**src/rtl/cwmf_pkg.sv**
```systemverilog
// Shared types and constants of the cross-window median filter.
// Depends on nothing; imported by cwmf_median9 and cross_window_median_filter.
`default_nettype none

package cwmf_pkg;

    // Sizes and reset values of the configuration registers
    localparam int FRAME_WIDTH_W   = 11;
    localparam int FRAME_HEIGHT_W  = 13;
    localparam int CFG_DATA_W      = 13;
    localparam int CFG_IDX_W       = 1;
    localparam int FRAME_WIDTH_RST  = 1024;
    localparam int FRAME_HEIGHT_RST = 768;

    // Defaults for the top-level size parameters
    localparam int DEF_MAX_WIDTH  = 1024;
    localparam int DEF_MAX_HEIGHT = 4096;

    // Lines kept in the line store (four past rows plus the current row)
    localparam int LINES = 5;
    // Values that enter one median
    localparam int TAPS  = 9;

    // Register indexes of the configuration port
    typedef enum logic [CFG_IDX_W-1:0] {
        REG_FRAME_WIDTH  = 1'b0,
        REG_FRAME_HEIGHT = 1'b1
    } cfg_reg_t;

    typedef logic [7:0] pixel_t;

    // One column of the vertical window; element k is the row k above the newest
    typedef pixel_t [LINES-1:0] column_t;

    // The nine values of one cross window
    typedef pixel_t [TAPS-1:0] cross_t;

    typedef struct packed {
        logic [7:0] pixel_in;
        logic       drain;
    } pixel_word_t;

    typedef struct packed {
        logic [7:0] median_out;
        logic       last_of_input;
        logic       last_of_frame;
    } result_word_t;

endpackage

`default_nettype wire

```
**src/rtl/cwmf_median9.sv**
```systemverilog
// Median of nine 8-bit values by parallel ranking.
// Depends on cwmf_pkg (pixel_t, cross_t, TAPS).
`default_nettype none

module cwmf_median9 (
    input  cwmf_pkg::cross_t vals,
    output cwmf_pkg::pixel_t median
);
    import cwmf_pkg::*;

    // Rank each value with ties broken by position; the value of rank four is
    // the median, and exactly one value has it.
    always_comb begin
        logic [3:0] rank;
        median = '0;
        for (int i = 0; i < TAPS; i++) begin
            rank = '0;
            for (int j = 0; j < TAPS; j++) begin
                if (j < i) begin
                    if (vals[j] <= vals[i]) rank = rank + 4'd1;
                end else if (j > i) begin
                    if (vals[j] < vals[i]) rank = rank + 4'd1;
                end
            end
            if (rank == 4'd4) median = median | vals[i];
        end
    end

endmodule

`default_nettype wire

```
**config.mk**
```make
export PLATFORM = sky130hd
export DESIGN_NAME = cwmf_median9
export DESIGN_NICKNAME = d
export VERILOG_FILES = /design/src/rtl/cwmf_pkg.sv /design/src/rtl/cwmf_median9.sv
export SDC_FILE = /design/constraint.sdc
export NUM_CORES = 1
export LEC_CHECK = 0
export BUFFER_PORTS_ARGS = -buffer_cell sky130_fd_sc_hd__buf_4
export CORE_AREA = 2 2 123 155
export DETAILED_ROUTE_END_ITERATION = 8
export DIE_AREA = 0 0 125 157
export PLACE_DENSITY = 0.82
export RECOVER_POWER = 100
export SYNTH_ARGS = -nofsm -noshare
export SYNTH_HDL_FRONTEND = slang
export SYNTH_SLANG_ARGS = --single-unit
export TNS_END_PERCENT = 30
```
**constraint.sdc**
```tcl
create_clock -name vclk -period 12.7
set_input_delay 1.905 -clock vclk [all_inputs]
set_output_delay 1.905 -clock vclk [all_outputs]
set_load 0.005 [all_outputs]
```
==> metrics.txt, run 1 <==
status finished, final reports clean; crit path DAT around 9.4 ns; count of input and output buffers 80; Crit path top cell by count ha_1; Hold Crit Class in -> out; top post-synthesis cells by area ha_1 (37%), a21oi_1 (5.1%), xnor2_1 (4.3%); setup repair bufs after CTS 0; CTS Hold Buffers Added 0; post-synthesis mux area share between 2 and 2.5%; 1st-pass router iterations 6; drt wl/cell approximately 23 µm; largest net degree at the start of global routing 14; register area share after synthesis 0%; Tmin final 11.33 ns; final wirelength ~40000 µm; worst path required time between 10 and 15 ns; synth warn 0; maximum fanout along the worst path 9; die height ~160 µm; P&R area growth vs syn 7.11%; Fmax roughly 88 MHz; worst slew pin tran 1.05 ns; Setup TNS 0 ns; number of diodes 0; first-pass GRT wire length between 60000 and 70000 µm; largest area contributor in the netlist ha_1; Simple-Gate Fraction of Synth Area 20.0%; Multi-input gate area approximately 11000 µm²; Seq cells 0; main combinational cell family by area after synthesis adder cells; combinational share of power 100.0%; Int Power approximately 0.83 mW; Core ar. ~18000 µm²; GP Congestion 1.07; GRT Total Usage about two fifths; Netlist cell types between 100 and 150; Setup crit end kind output port; crit share post-route between 80% and 90%; most frequent cells in the layout ha_1 (349), inv_1 (123), a21oi_1 (118); final-layout clock buffer total 0; Layout Nets 1929; Final Hold Vio Count 0; Die Width 125 µm; initial antenna violation count 0; Syn Nets 1854; critical path class in -> out; worst rel slew slack around 30%; Synth Area in XOR/XNOR approximately 11%; Clk network pwr share 0%; sequential power share 0%; register area 0 µm²; Vias/cell around 7.0; die area 19600 µm²; mean post-synth cell area between 8 and 9 µm²; Starting Density between 60% and 70%; PD cells around 150 nW/µm²; Cell Area, Synth around 12000 µm²; number of nets with antenna violations after routing 0; initial drt markers 1160; share of layout cells above drive strength 1 a little under an eighth; Vias about 12000; Sw Share a little under three fifths; unrepaired setup endpoints after global routing no; I/O Pins 80; Synth Area in Compound Gates around 25%; aggregate global routing overflow 0; Power, Total approximately 1.9 mW; row cnt 55; Synth top area share between 30% and 40%; Fillers between 1500 and 2000; final slew viol count 0; slowest cell on the critical path mux2i_1; most common cell after layout, fill and taps aside ha_1; max_cap viols 0; Gate Count Post-Synth 1433; dpl hpwl between 30000 and 40000 µm; Final setup viols 0; Adder-Cell Fraction of Synth Area a little under two fifths; Psw 1.09 mW; VDD IR max around 0.14 mV; CP max stage delay slightly below 0.8 ns; post_cts resized 0; vias in the first global route ~12000; Static Leak 6.04 nW; crit path launch type primary input; DRC violations left 0
[cells in the mapped netlist (6+ instances only)]
master	instances
a2111oi_2	8
a211oi_1	8
a21o_1	22
a21oi_1	118
a22oi_1	8
a31oi_1	7
a32oi_1	10
and2_1	21
and3_1	15
and4_1	13
clkbuf_1	7
ha_1	349
inv_1	123
mux2_2	11
mux2i_1	10
nand2_1	99
nand2b_1	12
nand3_1	36
nand4_1	63
nor2_1	54
nor2b_1	28
nor3_1	25
nor3b_1	10
o211ai_1	36
o21a_1	10
o21ai_0	45
o21ai_1	11
o221ai_1	9
o22ai_1	7
o31a_1	7
or2_1	6
or2_2	7
xnor2_1	58
xnor3_1	9
xor2_1	18
[path summary, 6_finish.rpt]
check	endpoint	slack, ns	depth (start not counted)	from
worst max-delay path	median[3]	1.37	32	vals[65]
worst min-delay path	median[6]	4.17	4	vals[62]
[power by group through the flow]
stage / combinational, mW / sequential, mW / clock, mW
floorplan: 1.40 / 0 / 0
global placement: 1.85 / 0 / 0
detailed placement: 1.90 / 0 / 0
CTS: 1.91 / 0 / 0
global route: 2.10 / 0 / 0
finish: 1.92 / 0 / 0
[per-layer routing]
metal / GRT usage [%] / wire (µm) / up-vias
met4: 26.6 / 3350 / 0
met5: 0 / 0 / -
li1: - / - / 5667
met1: 48.3 / 15100 / 5611
met2: 65.6 / 17300 / 712
met3: 3.47 / 3810 / 215
[worst max-delay path, delay by kind of cell]
family / cells / cell delay [ns]
compound gates: 9 / 1.65
xor+xnor: 1 / 0.31
fa+ha+maj: 7 / 2.23
buf+inv: 5 / 0.88
mux: 5 / 1.93
simple gates: 5 / 0.52
[metrics by stage]
stage	std cells	instance area (µm²)	hold WS [ns]	utilization, %	setup slack, ns
floorplan	1433	11700	3.94	-	3.36
global placement	1734	12500	4.18	69.6	2.13
detailed placement	1734	12500	4.18	69.6	2.00
CTS	1734	12500	4.18	69.6	2.00
global route	1734	12500	4.19	69.4	1.01
finish	1734	12500	4.17	69.4	1.37
[layout make-up]
| class | count | share of cell area [%] |
|---|---|---|
| multi-input cells | 1296 | 88.9 |
| repair buffers | 84 | 5.04 |
| inverters | 126 | 3.78 |
| well taps | 228 | 2.28 |
[cells by family after synthesis]
family / Yosys count
buffers and inverters: 137
muxes: 24
AOI/OAI and AO/OA: 396
adders and majority gates: 349
and+or+nand+nor: 424
xor gates and xnor gates: 103
No activity file was read; power rests on OpenSTA's default activity.
==> run 2: changes to the inputs <==
--- a/config.mk
+++ b/config.mk
@@ -10,7 +10,7 @@
 export DETAILED_ROUTE_END_ITERATION = 8
 export DIE_AREA = 0 0 125 157
 export PLACE_DENSITY = 0.82
-export RECOVER_POWER = 100
+export RECOVER_POWER = 25
 export SYNTH_ARGS = -nofsm -noshare
 export SYNTH_HDL_FRONTEND = slang
 export SYNTH_SLANG_ARGS = --single-unit
==> metrics.txt, run 2 (synthesized netlist as in run 1, its figures left out) <==
number of diodes 0; unrepaired setup endpoints after global routing no; final setup margin roughly 1.6 ns; register area 0 µm²; Fin Hold WS ~4.2 ns; Vias/cell between 6 and 7; die height roughly 160 µm; status finished, final reports clean; maximum fanout along the worst path 9; vias in the first global route around 12000; worst path required time 10.80 ns; crit path buf inv count 5; drt wl/cell between 20 and 25 µm; max_cap viols 0; crit share post-route 87.6%; worst slew pin tran roughly 1.0 ns; Layout Nets about 1900; Power, Total ~1.9 mW; Hold Path Depth 4; DRC violations left 0; row cnt 55; Seq cells 0; Static Leak between 6 and 7 nW; Starting Density between 60% and 70%; PD cells between 150 and 200 nW/µm²; GP Congestion around 1.1; setup repair bufs after CTS 0; slowest cell on the critical path mux2i_1; die area a little under 20000 µm²; crit path DAT 9.22 ns; hold path startpoint vals[62]; final-layout clock buffer total 0; number of nets with antenna violations after routing 0; Core ar. between 15000 and 20000 µm²; most common cell after layout, fill and taps aside ha_1; GRT Total Usage between 30% and 40%; cell family with most CP delay adder cells; dpl hpwl 31700 µm; aggregate global routing overflow 0; final slew viol count 0; Setup crit end kind output port; final wirelength ~40000 µm; largest net degree at the start of global routing 14; dpl ws 2.00 ns; Setup TNS 0 ns; count of input and output buffers 80; sink of the worst hold path median[6]; 1st-pass router iterations 6; initial antenna violation count 0; Tmin final between 10 and 15 ns; Crit path top cell by count ha_1; Final Hold Vio Count 0; VDD IR max 0.141 mV; P&R area growth vs syn 7.33%; critical path class in -> out; Final setup viols 0; Fmax 89.9 MHz; crit path launch type primary input; share of layout cells above drive strength 1 between 10% and 20%; I/O Pins 80; CP max stage delay between 0.7 and 0.8 ns; worst rel slew slack 32.2%; initial drt markers 1091; Hold Crit Class in -> out; Die Width roughly 130 µm; CTS Hold Buffers Added 0; Vias 12100; most frequent cells in the layout ha_1 (349), inv_1 (123), a21oi_1 (118); first-pass GRT wire length slightly above 60000 µm; post_cts resized 0
==> run 2: cell count changes in the layout (fill, tap and decap cells not counted) <==
cell,before,now
a2111oi_2,4,8
buf_4,83,84
clkbuf_4,1,0
mux2_2,10,11
a2111oi_0,5,1
mux2_1,3,2
==> run 2: how the worst max path moves through the flow <==
stage | from | slack [ns] | to | depth (start not counted)
2_1_floorplan | vals[65] | 3.36 | median[0] | 30
3_3_place_gp | vals[50] | 2.13 | median[6] | 34
3_5_place_dp | vals[65] | 2.00 | median[3] | 32
4_1_cts | vals[65] | 2.00 | median[3] | 32
5_1_grt | vals[65] | 1.18 | median[3] | 32
6_report | vals[65] | 1.58 | median[3] | 32
==> run 2: tightest hold or removal path, cell delays in order <==
cell and delay (ns):
buf_4 0.09, a22oi_1 0.06, o211ai_1 0.09, buf_4 0.12
==> run 2: area by class of cell <==
cell class	instances	area, µm²
Inverter	126	473
Fill cell	1530	5490
Multi-Input combinational cell	1296	11100
Tap cell	228	285
Timing Repair Buffer	84	631
==> run 2: routing by layer <==
metal	GRT usage (%)	share of wire [%]
met1	48.3	39
met2	65.6	44
met3	3.47	9.1
met4	26.6	8.5
met5	0	0
==> run 2: where the power goes <==
| group | internal (mW) | total [mW] | switching, mW | leakage [nW] |
|---|---|---|---|---|
| clock | 0 | 0 | 0 | 0 |
| sequential | 0 | 0 | 0 | 0 |
| combinational | 0.849 | 1.94 | 1.10 | 6.05 |
| total | 0.849 | 1.94 | 1.10 | 6.05 |
==> run 2: through the flow <==
step / cells / util (%) / area, µm²
floorplan: 1433 / - / 11700
global placement: 1734 / 69.6 / 12500
detailed placement: 1734 / 69.6 / 12500
CTS: 1734 / 69.6 / 12500
global route: 1734 / 69.5 / 12500
finish: 1734 / 69.5 / 12500
